==> src/hw/rtl/ehp_pkg.sv <==
// Shared types and constants for the Ethernet L2-L4 header parser.
`default_nettype none

package ehp_pkg;

  localparam int unsigned MaxFrameBytes = 65535;
  localparam int unsigned PosW = $clog2(MaxFrameBytes + 1);

  localparam int unsigned QueueDepth = 2;
  localparam int unsigned QueuePtrW = $clog2(QueueDepth);

  localparam logic [15:0] EtypeIpv4 = 16'h0800;
  localparam logic [15:0] EtypeIpv6 = 16'h86DD;
  localparam logic [15:0] EtypeArp = 16'h0806;

  localparam logic [6:0] L4StartIpv4Base = 7'd14;
  localparam logic [6:0] L4StartIpv6 = 7'd54;

  localparam logic [7:0] ProtoTcp = 8'd6;
  localparam logic [7:0] ProtoUdp = 8'd17;

  localparam logic [15:0] PortHttp = 16'd80;
  localparam logic [15:0] PortHttps = 16'd443;
  localparam logic [15:0] PortDns = 16'd53;

  localparam logic [PosW-1:0] MinEthLen = PosW'(14);
  localparam logic [PosW-1:0] MinIpv4Len = PosW'(34);
  localparam logic [PosW-1:0] MinIpv6Len = PosW'(54);
  localparam logic [PosW-1:0] MinArpLen = PosW'(30);

  typedef enum logic [1:0] {
    ST_PARSED = 2'd0,
    ST_SHORT_ETH = 2'd1,
    ST_SHORT_L3 = 2'd2,
    ST_UNKNOWN_ETYPE = 2'd3
  } status_e;

  typedef enum logic [1:0] {
    L3_NONE = 2'd0,
    L3_IPV4 = 2'd1,
    L3_IPV6 = 2'd2,
    L3_ARP = 2'd3
  } l3_kind_e;

  typedef enum logic [1:0] {
    L4_NONE = 2'd0,
    L4_TCP = 2'd1,
    L4_UDP = 2'd2
  } l4_kind_e;

  typedef enum logic [1:0] {
    APP_UNKNOWN = 2'd0,
    APP_HTTP = 2'd1,
    APP_HTTPS = 2'd2,
    APP_DNS = 2'd3
  } app_class_e;

  typedef struct packed {
    logic [7:0] data_byte;
    logic       last_byte;
  } in_item_t;

  typedef struct packed {
    status_e    status;
    l3_kind_e   l3_kind;
    l4_kind_e   l4_kind;
    logic [7:0] ip_protocol;
    logic [7:0] hop_count;
    logic [1:0] frag_flags;
    logic [15:0] source_port;
    logic [15:0] dest_port;
    logic [5:0] tcp_flags;
    app_class_e app_class;
    logic [15:0] body_len;
    logic [15:0] arp_operation;
  } out_item_t;

  // Per-frame record handed from the byte front end to the summary stage.
  typedef struct packed {
    logic [PosW-1:0] len;
    l3_kind_e   l3_kind;
    logic [6:0] l4_start;
    logic [7:0] proto;
    logic [7:0] hop;
    logic [1:0] frag;
    logic [15:0] source_port;
    logic [15:0] dest_port;
    logic [5:0] tcp_flags;
    logic [5:0] tcp_hdr_bytes;
    logic [15:0] arp_op;
  } frame_rec_t;

endpackage

`default_nettype wire

==> src/hw/rtl/ehp_front.sv <==
// Byte front end: counts positions, captures header fields, emits a frame record.
`default_nettype none

module ehp_front import ehp_pkg::*; (
  input  wire logic       clk_i,
  input  wire logic       rst_ni,
  input  wire logic       in_valid_i,
  input  wire in_item_t   in_data_i,
  input  wire logic       space_i,
  output      logic       in_ready_o,
  output      logic       push_o,
  output      frame_rec_t rec_o
);

  logic [PosW-1:0] pos_q, pos_d;
  logic [15:0] eth_q, eth_d;
  logic [6:0]  l4s_q, l4s_d;
  logic [7:0]  proto_q, proto_d;
  logic [7:0]  hop_q, hop_d;
  logic [1:0]  frag_q, frag_d;
  logic [15:0] src_q, src_d;
  logic [15:0] dst_q, dst_d;
  logic [5:0]  tfl_q, tfl_d;
  logic [5:0]  thb_q, thb_d;
  logic [15:0] arp_q, arp_d;

  logic            accept;
  logic            cap_en;
  logic [7:0]      b;
  logic            is4, is6, isarp, past_eth, in_l4;
  logic [PosW-1:0] rel;
  l3_kind_e        l3_kind;

  assign in_ready_o = space_i;
  assign accept = in_valid_i && in_ready_o;
  assign push_o = accept && in_data_i.last_byte;

  always_comb begin
    b = in_data_i.data_byte;
    cap_en = pos_q != PosW'(MaxFrameBytes);
    pos_d = cap_en ? pos_q + PosW'(1) : pos_q;

    eth_d = eth_q;
    if (cap_en && (pos_q == PosW'(12) || pos_q == PosW'(13))) begin
      eth_d = {eth_q[7:0], b};
    end

    is4 = eth_q == EtypeIpv4;
    is6 = eth_q == EtypeIpv6;
    isarp = eth_q == EtypeArp;
    past_eth = cap_en && (pos_q >= PosW'(14));

    l4s_d = l4s_q;
    if (past_eth && pos_q == PosW'(14) && (is4 || is6)) begin
      l4s_d = is4 ? L4StartIpv4Base + {1'b0, b[3:0], 2'b00} : L4StartIpv6;
    end

    frag_d = frag_q;
    hop_d = hop_q;
    proto_d = proto_q;
    arp_d = arp_q;
    if (past_eth) begin
      if (is4) begin
        if (pos_q == PosW'(20)) frag_d = b[6:5];
        if (pos_q == PosW'(22)) hop_d = b;
        if (pos_q == PosW'(23)) proto_d = b;
      end else if (is6) begin
        if (pos_q == PosW'(20)) proto_d = b;
        if (pos_q == PosW'(21)) hop_d = b;
      end else if (isarp) begin
        if (pos_q == PosW'(20)) arp_d[15:8] = b;
        if (pos_q == PosW'(21)) arp_d[7:0] = b;
      end
    end

    in_l4 = past_eth && (is4 || is6) && (pos_q >= PosW'(l4s_d));
    rel = pos_q - PosW'(l4s_d);
    src_d = src_q;
    dst_d = dst_q;
    thb_d = thb_q;
    tfl_d = tfl_q;
    if (in_l4) begin
      if (rel == PosW'(0)) src_d[15:8] = b;
      if (rel == PosW'(1)) src_d[7:0] = b;
      if (rel == PosW'(2)) dst_d[15:8] = b;
      if (rel == PosW'(3)) dst_d[7:0] = b;
      if (rel == PosW'(12)) thb_d = {b[7:4], 2'b00};
      if (rel == PosW'(13)) tfl_d = b[5:0];
    end

    if (eth_d == EtypeIpv4) begin
      l3_kind = L3_IPV4;
    end else if (eth_d == EtypeIpv6) begin
      l3_kind = L3_IPV6;
    end else if (eth_d == EtypeArp) begin
      l3_kind = L3_ARP;
    end else begin
      l3_kind = L3_NONE;
    end

    rec_o.len = pos_d;
    rec_o.l3_kind = l3_kind;
    rec_o.l4_start = l4s_d;
    rec_o.proto = proto_d;
    rec_o.hop = hop_d;
    rec_o.frag = frag_d;
    rec_o.source_port = src_d;
    rec_o.dest_port = dst_d;
    rec_o.tcp_flags = tfl_d;
    rec_o.tcp_hdr_bytes = thb_d;
    rec_o.arp_op = arp_d;
  end

  always_ff @(posedge clk_i or negedge rst_ni) begin
    if (!rst_ni) begin
      pos_q <= '0;
      eth_q <= '0;
      l4s_q <= '0;
      proto_q <= '0;
      hop_q <= '0;
      frag_q <= '0;
      src_q <= '0;
      dst_q <= '0;
      tfl_q <= '0;
      thb_q <= '0;
      arp_q <= '0;
    end else if (accept) begin
      if (in_data_i.last_byte) begin
        pos_q <= '0;
        eth_q <= '0;
        l4s_q <= '0;
        proto_q <= '0;
        hop_q <= '0;
        frag_q <= '0;
        src_q <= '0;
        dst_q <= '0;
        tfl_q <= '0;
        thb_q <= '0;
        arp_q <= '0;
      end else begin
        pos_q <= pos_d;
        eth_q <= eth_d;
        l4s_q <= l4s_d;
        proto_q <= proto_d;
        hop_q <= hop_d;
        frag_q <= frag_d;
        src_q <= src_d;
        dst_q <= dst_d;
        tfl_q <= tfl_d;
        thb_q <= thb_d;
        arp_q <= arp_d;
      end
    end
  end

endmodule

`default_nettype wire

==> src/hw/rtl/ehp_queue.sv <==
// Short queue of frame records between the front end and the summary stage.
`default_nettype none

module ehp_queue import ehp_pkg::*; (
  input  wire logic       clk_i,
  input  wire logic       rst_ni,
  input  wire logic       push_i,
  input  wire frame_rec_t push_data_i,
  output      logic       space_o,
  input  wire logic       pop_i,
  output      logic       head_valid_o,
  output      frame_rec_t head_o
);

  frame_rec_t mem_q [QueueDepth];
  logic [QueuePtrW-1:0] wr_ptr_q, rd_ptr_q;
  logic [QueuePtrW:0]   cnt_q, cnt_d;
  logic                 do_push, do_pop;

  assign space_o = cnt_q != (QueuePtrW + 1)'(QueueDepth);
  assign head_valid_o = cnt_q != '0;
  assign head_o = mem_q[rd_ptr_q];
  assign do_push = push_i && space_o;
  assign do_pop = pop_i && head_valid_o;

  always_comb begin
    cnt_d = cnt_q;
    if (do_push && !do_pop) begin
      cnt_d = cnt_q + (QueuePtrW + 1)'(1);
    end else if (!do_push && do_pop) begin
      cnt_d = cnt_q - (QueuePtrW + 1)'(1);
    end
  end

  always_ff @(posedge clk_i or negedge rst_ni) begin
    if (!rst_ni) begin
      wr_ptr_q <= '0;
      rd_ptr_q <= '0;
      cnt_q <= '0;
    end else begin
      cnt_q <= cnt_d;
      if (do_push) wr_ptr_q <= wr_ptr_q + QueuePtrW'(1);
      if (do_pop) rd_ptr_q <= rd_ptr_q + QueuePtrW'(1);
    end
  end

  always_ff @(posedge clk_i) begin
    if (do_push) begin
      mem_q[wr_ptr_q] <= push_data_i;
    end
  end

endmodule

`default_nettype wire

==> src/hw/rtl/ehp_back.sv <==
// Summary stage: turns a frame record into a result item held in an output register.
`default_nettype none

module ehp_back import ehp_pkg::*; (
  input  wire logic       clk_i,
  input  wire logic       rst_ni,
  input  wire logic       head_valid_i,
  input  wire frame_rec_t head_i,
  output      logic       pop_o,
  output      logic       out_valid_o,
  input  wire logic       out_ready_i,
  output      out_item_t  out_data_o
);

  logic      out_valid_q;
  out_item_t out_q, out_d;

  logic               ip;
  logic signed [17:0] trans, pl;
  logic               hit80, hit443, hit53;

  assign pop_o = head_valid_i && (!out_valid_q || out_ready_i);
  assign out_valid_o = out_valid_q;
  assign out_data_o = out_q;

  always_comb begin
    out_d = '0;
    out_d.status = ST_PARSED;
    out_d.l3_kind = L3_NONE;
    out_d.l4_kind = L4_NONE;
    out_d.app_class = APP_UNKNOWN;
    ip = 1'b0;
    trans = $signed({2'b00, head_i.len}) - $signed({11'b0, head_i.l4_start});
    pl = '0;
    hit80 = head_i.source_port == PortHttp || head_i.dest_port == PortHttp;
    hit443 = head_i.source_port == PortHttps || head_i.dest_port == PortHttps;
    hit53 = head_i.source_port == PortDns || head_i.dest_port == PortDns;

    if (head_i.len < MinEthLen) begin
      out_d.status = ST_SHORT_ETH;
    end else begin
      unique case (head_i.l3_kind)
        L3_IPV4: begin
          out_d.l3_kind = L3_IPV4;
          if (head_i.len < MinIpv4Len) begin
            out_d.status = ST_SHORT_L3;
          end else begin
            out_d.frag_flags = head_i.frag;
            ip = 1'b1;
          end
        end
        L3_IPV6: begin
          out_d.l3_kind = L3_IPV6;
          if (head_i.len < MinIpv6Len) begin
            out_d.status = ST_SHORT_L3;
          end else begin
            ip = 1'b1;
          end
        end
        L3_ARP: begin
          out_d.l3_kind = L3_ARP;
          if (head_i.len < MinArpLen) begin
            out_d.status = ST_SHORT_L3;
          end else begin
            out_d.arp_operation = head_i.arp_op;
          end
        end
        default: begin
          out_d.status = ST_UNKNOWN_ETYPE;
        end
      endcase
    end

    if (ip) begin
      out_d.ip_protocol = head_i.proto;
      out_d.hop_count = head_i.hop;
      if (head_i.proto == ProtoTcp && trans >= 18'sd20) begin
        pl = trans - $signed({12'b0, head_i.tcp_hdr_bytes});
        out_d.l4_kind = L4_TCP;
        out_d.source_port = head_i.source_port;
        out_d.dest_port = head_i.dest_port;
        out_d.tcp_flags = head_i.tcp_flags;
        priority if (hit80) out_d.app_class = APP_HTTP;
        else if (hit443) out_d.app_class = APP_HTTPS;
        else if (hit53) out_d.app_class = APP_DNS;
        else out_d.app_class = APP_UNKNOWN;
        out_d.body_len = (pl > 18'sd0) ? pl[15:0] : 16'd0;
      end else if (head_i.proto == ProtoUdp && trans >= 18'sd8) begin
        pl = trans - 18'sd8;
        out_d.l4_kind = L4_UDP;
        out_d.source_port = head_i.source_port;
        out_d.dest_port = head_i.dest_port;
        out_d.app_class = hit53 ? APP_DNS : APP_UNKNOWN;
        out_d.body_len = (pl > 18'sd0) ? pl[15:0] : 16'd0;
      end
    end
  end

  always_ff @(posedge clk_i or negedge rst_ni) begin
    if (!rst_ni) begin
      out_valid_q <= 1'b0;
    end else if (pop_o) begin
      out_valid_q <= 1'b1;
    end else if (out_ready_i) begin
      out_valid_q <= 1'b0;
    end
  end

  always_ff @(posedge clk_i) begin
    if (pop_o) begin
      out_q <= out_d;
    end
  end

endmodule

`default_nettype wire

==> src/hw/rtl/ethernet_l2_l4_header_parser.sv <==
// Ethernet L2-L4 header parser top level.
// Throughput: one byte item per cycle while the queue has space; a frame's summary item follows its last byte.
// The last byte's frame record is written into the record queue, then registered into
//   the output register once it is free; a two-entry record queue absorbs output stalls.
// Input stalls only when the record queue is full.
// Reset (async, active low) clears frame state, the queue and the output valid.
`default_nettype none

module ethernet_l2_l4_header_parser import ehp_pkg::*; (
  input  wire logic      clk_i,
  input  wire logic      rst_ni,
  input  wire logic      in_valid_i,
  output      logic      in_ready_o,
  input  wire in_item_t  in_data_i,
  output      logic      out_valid_o,
  input  wire logic      out_ready_i,
  output      out_item_t out_data_o
);

  logic       push, space, pop, head_valid;
  frame_rec_t push_rec, head_rec;

  ehp_front u_front (
    .clk_i      (clk_i),
    .rst_ni     (rst_ni),
    .in_valid_i (in_valid_i),
    .in_data_i  (in_data_i),
    .space_i    (space),
    .in_ready_o (in_ready_o),
    .push_o     (push),
    .rec_o      (push_rec)
  );

  ehp_queue u_queue (
    .clk_i        (clk_i),
    .rst_ni       (rst_ni),
    .push_i       (push),
    .push_data_i  (push_rec),
    .space_o      (space),
    .pop_i        (pop),
    .head_valid_o (head_valid),
    .head_o       (head_rec)
  );

  ehp_back u_back (
    .clk_i        (clk_i),
    .rst_ni       (rst_ni),
    .head_valid_i (head_valid),
    .head_i       (head_rec),
    .pop_o        (pop),
    .out_valid_o  (out_valid_o),
    .out_ready_i  (out_ready_i),
    .out_data_o   (out_data_o)
  );

endmodule

`default_nettype wire

==> config.mk <==
export PLATFORM = sky130hd
export DESIGN_NAME = ethernet_l2_l4_header_parser
export DESIGN_NICKNAME = d
export VERILOG_FILES = /design/src/hw/rtl/ehp_pkg.sv /design/src/hw/rtl/ehp_front.sv /design/src/hw/rtl/ehp_queue.sv /design/src/hw/rtl/ehp_back.sv /design/src/hw/rtl/ethernet_l2_l4_header_parser.sv
export SDC_FILE = /design/constraint.sdc
export NUM_CORES = 1
export LEC_CHECK = 0
export BUFFER_PORTS_ARGS = -buffer_cell sky130_fd_sc_hd__buf_2
export CAP_MARGIN = 10
export CORE_ASPECT_RATIO = 2
export CORE_UTILIZATION = 35
export CTS_CLUSTER_DIAMETER = 30
export DETAILED_ROUTE_END_ITERATION = 16
export GPL_ROUTABILITY_DRIVEN = 0
export GPL_TIMING_DRIVEN = 0
export PLACE_DENSITY_LB_ADDON = 0.1
export SETUP_SLACK_MARGIN = 0.02
export SKIP_CTS_REPAIR_TIMING = 1
export SLEW_MARGIN = 10
export SYNTH_ARGS = -nofsm -noshare
export SYNTH_HDL_FRONTEND = slang
export SYNTH_SLANG_ARGS = --single-unit
==> constraint.sdc <==
create_clock -name clk_i -period 8.15 [get_ports clk_i]
set_clock_uncertainty 0.1 [all_clocks]
set_input_delay 2.445 -clock clk_i [delete_from_list [all_inputs] [get_ports clk_i]]
set_output_delay 2.445 -clock clk_i [all_outputs]
set_load 0.03 [all_outputs]
* After elaboration in Yosys (flattened, before gate mapping)
Memory sizes are Yosys's and may differ from the RTL's. Index checks and enable logic that the tools add are counted.
Storage, ports and cells: output and inout bits 98, register bits 218, input bits 13, memories kept 1, memory bits (writable) 206, word-level logic and storage cells 188
Memory list:
- u_queue.mem_q | depth 2, width 103, rd ports 1, clocked after Yosys merged registers in 0, wr ports 1, line ehp_queue.sv:15 | frame_rec_t mem_q [QueueDepth];
Operators by class: add/sub/neg operators 10, muxes and demuxes 73, reduce and logical (&&, ||, !) cells 32, bitwise gates (word level) 3, $lt $le $gt $ge 10, eq/ne operators 31
Operators by type and width (count):
- 16-bit 2-to-1 mux | 15
- 8-bit 2-to-1 mux | 18
- 16-bit by 4-bit == test with 1-bit output (second input constant) | 5
- 16-bit by 12-bit == test with 1-bit output (second input constant) | 4
- 16-bit by 5-bit == test with 1-bit output (second input constant) | 4
- 32-bit 2-to-1 mux | 2
- 18-bit by 1-bit greater-than comparator with 1-bit output (second input constant) | 2
- 18-bit 2-to-1 mux | 2
- 6-bit 2-to-1 mux | 6
- 16-bit == test (second input constant) | 2
- 16-bit by 2-bit == test with 1-bit output (second input constant) | 2
- 16-bit by 6-bit == test with 1-bit output (second input constant) | 2
- 16-bit by 7-bit == test with 1-bit output (second input constant) | 2
- 16-bit by 9-bit == test with 1-bit output (second input constant) | 2
- 16-bit by 6-bit less-than comparator with 1-bit output (second input constant) | 2
- 2-bit 2-to-1 mux | 16
- 7-bit 2-to-1 mux | 3
- 18-bit by 5-bit greater-or-equal comparator with 1-bit output (second input constant) | 1
- 18-bit by 6-bit greater-or-equal comparator with 1-bit output (second input constant) | 1
- 18-bit by 5-bit subtractor with 18-bit output (second input constant) | 1
- 18-bit by 7-bit subtractor with 18-bit output | 1
- 16-bit by 7-bit subtractor with 17-bit output | 1
- 16-bit by 1-bit adder with 16-bit output (second input constant) | 1
- 16-bit by 1-bit == test with 1-bit output (second input constant) | 1
- other kinds (27) | 63

* Logic depth before layout (Yosys ltp)
word-level depth 10, mapped depth 24, gate-level depth less buffers 18

* Cells and area by module
A second synthesis with hierarchy kept.
Second synthesis, totals: cell total of the unflattened synthesis 1734, area, all modules 21648.3 µm²
Modules (own cells, without submodules):
- ehp_front | seq. area each 2927.8 µm², area each 8008.9 µm², cells each 869, instances 1
- ehp_queue | seq. area each 6286.0 µm², area each 7878.8 µm², cells each 339, instances 1
- ehp_back | seq. area each 2907.8 µm², area each 5760.5 µm², cells each 526, instances 1

* Worst setup path before layout
OpenSTA, ideal clock, no wires.
kind input to register, from input port in_valid_i, to memory u_queue.mem_q[0][0] (netlist bit) (enable), arrival time 7.563 ns, path buffers 2, slack -0.079 ns, setup time 0.566 ns, stages on the path 5, required time 7.484 ns, path through and2_1 clkbuf_1 clkbuf_1 nand2_1 nor2_1
On the way: cells in the longest elaborated chain, start to end 5
Ends and longest elaborated chain:
- start: declaration | line ethernet_l2_l4_header_parser.sv:12 | input wire logic in_valid_i,
- 1-bit logical AND | line ehp_front.sv:35 | assign accept = in_valid_i && in_ready_o;
- 1-bit logical AND | line ehp_front.sv:36 | assign push_o = accept && in_data_i.last_byte;
- 1-bit logical AND | line ehp_queue.sv:23 | assign do_push = push_i && space_o;
- 1-bit 2-to-1 mux | line ehp_queue.sv:48 | if (do_push) begin
- 1-bit 2-to-1 mux (implied by the code) | line ehp_queue.sv:49 | mem_q[wr_ptr_q] <= push_data_i;
- end: declaration | line ehp_queue.sv:15
Every way passes these cells.

* Worst setup path in the final report
from register u_queue.rd_ptr_q, to register u_back.out_q (netlist bit u_back.out_data_o[65]), data pin
On the way: cells in the longest elaborated chain, start to end 6, elaborated cells between the ends (all ways) 19, classes of those cells 1 x add/sub; 5 x order compare; 4 x eq/ne; 6 x mux; 2 x reduce/logical; 1 x memory
Ends and longest elaborated chain:
- start: declaration | line ehp_queue.sv:16 | logic [QueuePtrW-1:0] wr_ptr_q, rd_ptr_q;
- start signal: assignment | line ehp_queue.sv:43 | if (do_pop) rd_ptr_q <= rd_ptr_q + QueuePtrW'(1);
- memory read 2 x 103 bit (*)
- 16-bit by 7-bit subtractor with 17-bit output | line ehp_back.sv:33 | trans = $signed({2'b00, head_i.len}) - $signed({11'b0, head_i.l4_start});
- 18-bit by 5-bit greater-or-equal comparator with 1-bit output | line ehp_back.sv:88 | end else if (head_i.proto == ProtoUdp && trans >= 18'sd8) begin
- 1-bit logical AND | line ehp_back.sv:88
- 32-bit 2-to-1 mux | line ehp_back.sv:88
- 32-bit 2-to-1 mux | line ehp_back.sv:77 | if (head_i.proto == ProtoTcp && trans >= 18'sd20) begin
- end signal: assignment | line ehp_back.sv:111 | out_q <= out_d;
- end: declaration | line ehp_back.sv:16 | out_item_t out_q, out_d;
Every way passes the cells marked *; elsewhere a longest branch is shown, timed or not. A chain may end at the register's enable or synchronous reset.

==> results.txt <==
- The net count of the finished layout is 1876.
* Skew-Pair Late Insertion Delay: just over 0.6 ns
- Top Usage Layer GRT: met2
* Maximum clock rate: 0.128 GHz
* Cell count of the worst hold path: 1
- The floorplan has approximately 120 rows.
- The tool flagged a number of max-cap violations equal to 0.
- On the worst path, the slowest cell contributes a delay of approximately 0.64 ns.
* Slew at the pin closest to its max-slew limit: 1.32 ns
- Vert. Die Dim: between 300 and 400 um
- Required time reported for the critical path endpoint: 8.36 ns
- Across the VDD grid, the largest voltage drop is roughly 0.19 mV.
* Most instantiated cells after synthesis: 302 x sky130_fd_sc_hd__edfxtp_1, 143 x sky130_fd_sc_hd__nor2_1, 138 x sky130_fd_sc_hd__nand2_1
- STA classifies the critical path startpoint as a register.
* Post-synthesis cell count: around 1600
- Initial DRT Pass Iterations: 5
- Proportion of register bits with asynchronous set or reset after synthesis: between 20 and 30%
- Synthesis instantiated 73 different standard cells from the library.
- CP max-delay cell: sky130_fd_sc_hd__o21ai_1
- Overflow left after global routing: 0
- For this run, global-route usage on met1 was measured as about a fifth.
- Worst slew margin relative to its limit: about an eighth
* Crit-path leading delay family: buffers and inverters
* Pwr dens: between 300 and 400 mW/mm^2
* Post-synthesis sequential area ratio: 60.6%
* Worst Reg2Reg Path Length in Cells: 20
- The floorplan step set the die width to about 170 um.
- Port Buffer Count: approximately 110
- For this run, the leading register cell type out of synthesis is sky130_fd_sc_hd__edfxtp_1.
- In this run the static leakage power is about 9.2 nW.
- Summing every instance area after synthesis gives between 0.02 and 0.025 sq mm.
- For this run, global-route usage on met2 was measured as 42.2%.
- STA classifies the critical path endpoint as a register.
- Setup violations remaining at the end of the flow were counted as 0.
- TritonCTS clock tree: yes
* Starting density of the core: 35.5%
* Proportion of netlist area held by the largest area contributor: approximately 45%
- Hold Path Class: register to register
- Number of flops mapped to enable cells by yosys: 302
- Summed over all nets, the half-perimeter wirelength after detailed placement is 45.9 mm.
* M3 GR Usage: between 2 and 3%
- Number of placed instances, taps included: approximately 2500
* DRC violation count after routing: 0
- Outcome: complete, no violations
- Counting along the longest clock path gives a buffer depth of 3.
- 1st-iter DRT viols: approximately 970
- The Yosys step of the flow raised 0 warnings.
- The region available for standard cell placement spans about 0.056 sq mm.
* Post-synth net total: 1695
- Antenna Violating Nets Remaining: 0
* Avg Vias per Cell: 5.43
* Clock Root Buffer: sky130_fd_sc_hd__clkbuf_16
- First-pass GRT wire length: between 90 and 100 mm
* Worst path cell trace: buf_2 > clkbuf_2 > clkbuf_4 > buf_2 > clkbuf_2 > mux2_2 > ha_1 > inv_1 > fa_1 > a211oi_1 > o21a_1 > o21ai_0 > clkbuf_1 > o21ai_0 > a22o_1 > a221o_1 > o31a_1 > o21ai_1 > clkbuf_1 > nor2_1
* Via count of the first global-routing pass: between 10000 and 15000
- Most frequently used cell type in the post-synthesis netlist: sky130_fd_sc_hd__edfxtp_1
- Clock Sink Count: approximately 420
* Number of filler cells placed in the layout: ~5400
- Pin count of the biggest net entering global routing: 84
- Mean cell area of the mapped netlist: 12.1 sq um
- Buffer and inverter count on the worst path: 8
* Largest area contributor in the synthesized netlist: sky130_fd_sc_hd__edfxtp_1
- Counting the buffers created by CTS gives ~60.
- The die covers between 0.05 and 0.06 sq mm.
* Critical path arrival: between 8 and 9 ns
* Fraction of final layout cells sized beyond drive strength 1: between 10% and 20%
- The count of cells in the finished layout, fillers not included, comes to 2631.
- The final layout contains routed wiring with a total length of around 60 mm.
- Category of the most critical setup path: register to register
- Max FO, Critical Path: 19
- The critical path crosses 20 cells after its start point.
* H-tree depth reported by CTS: 2
* Power after layout: between 8 and 9 mW
- RSZ-0062 raised after global routing: true
- Across every metal layer, demand over resource in global routing totals between 20% and 30%.
- Routed wire per std cell: approximately 23 um
* Via count: 14300
- Flops & latches, synth: between 400 and 500
- Fraction of the core area covered by cells at the end of the flow: 42.3%
- Initial antenna violation count: 2
- Final period demand of the worst path: ~8 ns
- Total count of max-transition violations in the final report: 0
- Ranked by total cell area, the synthesized netlist is headed by sky130_fd_sc_hd__edfxtp_1 45%, sky130_fd_sc_hd__dfrtp_1 15%, sky130_fd_sc_hd__mux2i_1 4.6%, sky130_fd_sc_hd__mux2_2 4.2%, sky130_fd_sc_hd__nor2_1 2.7%.
- From synthesis to final layout, the design area changed by 19.2%.
- The worst path uses 95.7% of the clock period.
- Clock slew seen by the registers of the worst setup and hold paths: around 0.06 ns
- Final count of hold timing violations: 0
- I/O pin total: ~110
## metal layers
metal,vias to the layer above,part of all wire [%]
li1,6601,-
met1,7056,34
met2,462,56
met3,172,3.5
met4,4,6.3
met5,-,0.047
## worst reg2reg max path, cell delays in order, from the launching register on
cell	delay, ns
sky130_fd_sc_hd__dfrtp_1	0.42
sky130_fd_sc_hd__buf_2	0.39
sky130_fd_sc_hd__clkbuf_2	0.40
sky130_fd_sc_hd__clkbuf_4	0.41
sky130_fd_sc_hd__buf_2	0.39
sky130_fd_sc_hd__clkbuf_2	0.46
sky130_fd_sc_hd__mux2_2	0.41
sky130_fd_sc_hd__ha_1	0.20
sky130_fd_sc_hd__inv_1	0.07
sky130_fd_sc_hd__fa_1	0.24
sky130_fd_sc_hd__a211oi_1	0.10
sky130_fd_sc_hd__o21a_1	0.28
sky130_fd_sc_hd__o21ai_0	0.45
sky130_fd_sc_hd__clkbuf_1	0.39
sky130_fd_sc_hd__o21ai_0	0.30
sky130_fd_sc_hd__a22o_1	0.30
sky130_fd_sc_hd__a221o_1	0.47
sky130_fd_sc_hd__o31a_1	0.29
sky130_fd_sc_hd__o21ai_1	0.64
sky130_fd_sc_hd__clkbuf_1	0.63
sky130_fd_sc_hd__nor2_1	0.15
## final cells by class
type	count	area [sq um]	area share, %
Sequential cell	424	12100	50.8
Multi-Input combinational cell	1097	7450	31.2
Clock buffer	71	1590	6.69
Tap cell	750	938	3.94
Timing Repair Buffer	122	800	3.35
Clock inverter	41	450	1.89
Buffer	76	297	1.24
Inverter	49	190	0.798
Antenna cell	1	2.50	0.0105
## cells by family (layout without fill, tap and decap cells)
group | count (synthesis) | after routing | share of synthesized area [%]
simple gates | 511 | 511 | 12.1
xor+xnor | 42 | 42 | 1.88
fa+ha+maj | 34 | 34 | 2.24
compound gates | 343 | 343 | 12.0
buf+inv | 127 | 359 | 2.40
mux | 167 | 167 | 8.83
other cells | 0 | 1 | 0
flops | 424 | 424 | 60.6
## final timing paths
path                            slack (ns)             start                    end
worst min-delay path                  0.38  u_front.thb_q[1]       u_front.thb_q[1]
worst max register to register        0.35  u_queue.rd_ptr_q  u_back.out_data_o[65]
worst min register to register        0.38  u_front.thb_q[1]       u_front.thb_q[1]
max in group asynchronous             5.43            rst_ni     u_front.proto_q[1]
min in group asynchronous             1.66            rst_ni     u_back.out_valid_o
worst max-delay path                  0.35  u_queue.rd_ptr_q  u_back.out_data_o[65]
## layout by cell type (no fill, tap or decap), types with 47 or more instances in the layout
master,n
sky130_fd_sc_hd__buf_2,108
sky130_fd_sc_hd__a22o_1,56
sky130_fd_sc_hd__clkbuf_1,70
sky130_fd_sc_hd__mux2i_1,92
sky130_fd_sc_hd__o21ai_0,66
sky130_fd_sc_hd__nand2_1,138
sky130_fd_sc_hd__nor2_1,142
sky130_fd_sc_hd__clkbuf_16,61
sky130_fd_sc_hd__mux2_2,75
sky130_fd_sc_hd__a21oi_1,47
sky130_fd_sc_hd__edfxtp_1,302
sky130_fd_sc_hd__nand3_1,82
sky130_fd_sc_hd__dfrtp_1,122
## per-stage QoR
step	cell area [sq um]	worst slack, ns	setup TNS (ns)	hold slack [ns]
floorplan	20000	1.65	0	0.344
CTS	23800	-1.51	-68.48	0.381
finish	23800	0.351	0	0.378
detailed placement	21700	-1.51	-88.99	0.362
global route	23800	0.00617	0	0.405
global placement	21500	-2.06	-226.29	0.363
## sequential cells by signal (all words and copies together), names as in the netlist
register            cells
u_back.out_data_o      96
u_back.out_valid_o      1
u_front.arp_q          16
u_front.dst_q          16
u_front.eth_q          16
u_front.frag_q          2
u_front.hop_q           8
u_front.l4s_q           7
u_front.pos_q          16
u_front.proto_q         8
u_front.src_q          16
u_front.tfl_q           6
u_front.thb_q           6
u_queue.cnt_q           2
u_queue.mem_q         206
u_queue.rd_ptr_q        1
u_queue.wr_ptr_q        1
## power by group
part	switching (mW)	internal (mW)	total, mW
clock network	1.04	1.59	2.63
logic	2.18	0.942	3.12
registers	0.127	2.75	2.87
total	3.35	5.27	8.62
Note: power is estimated with default switching activity, not from simulation.
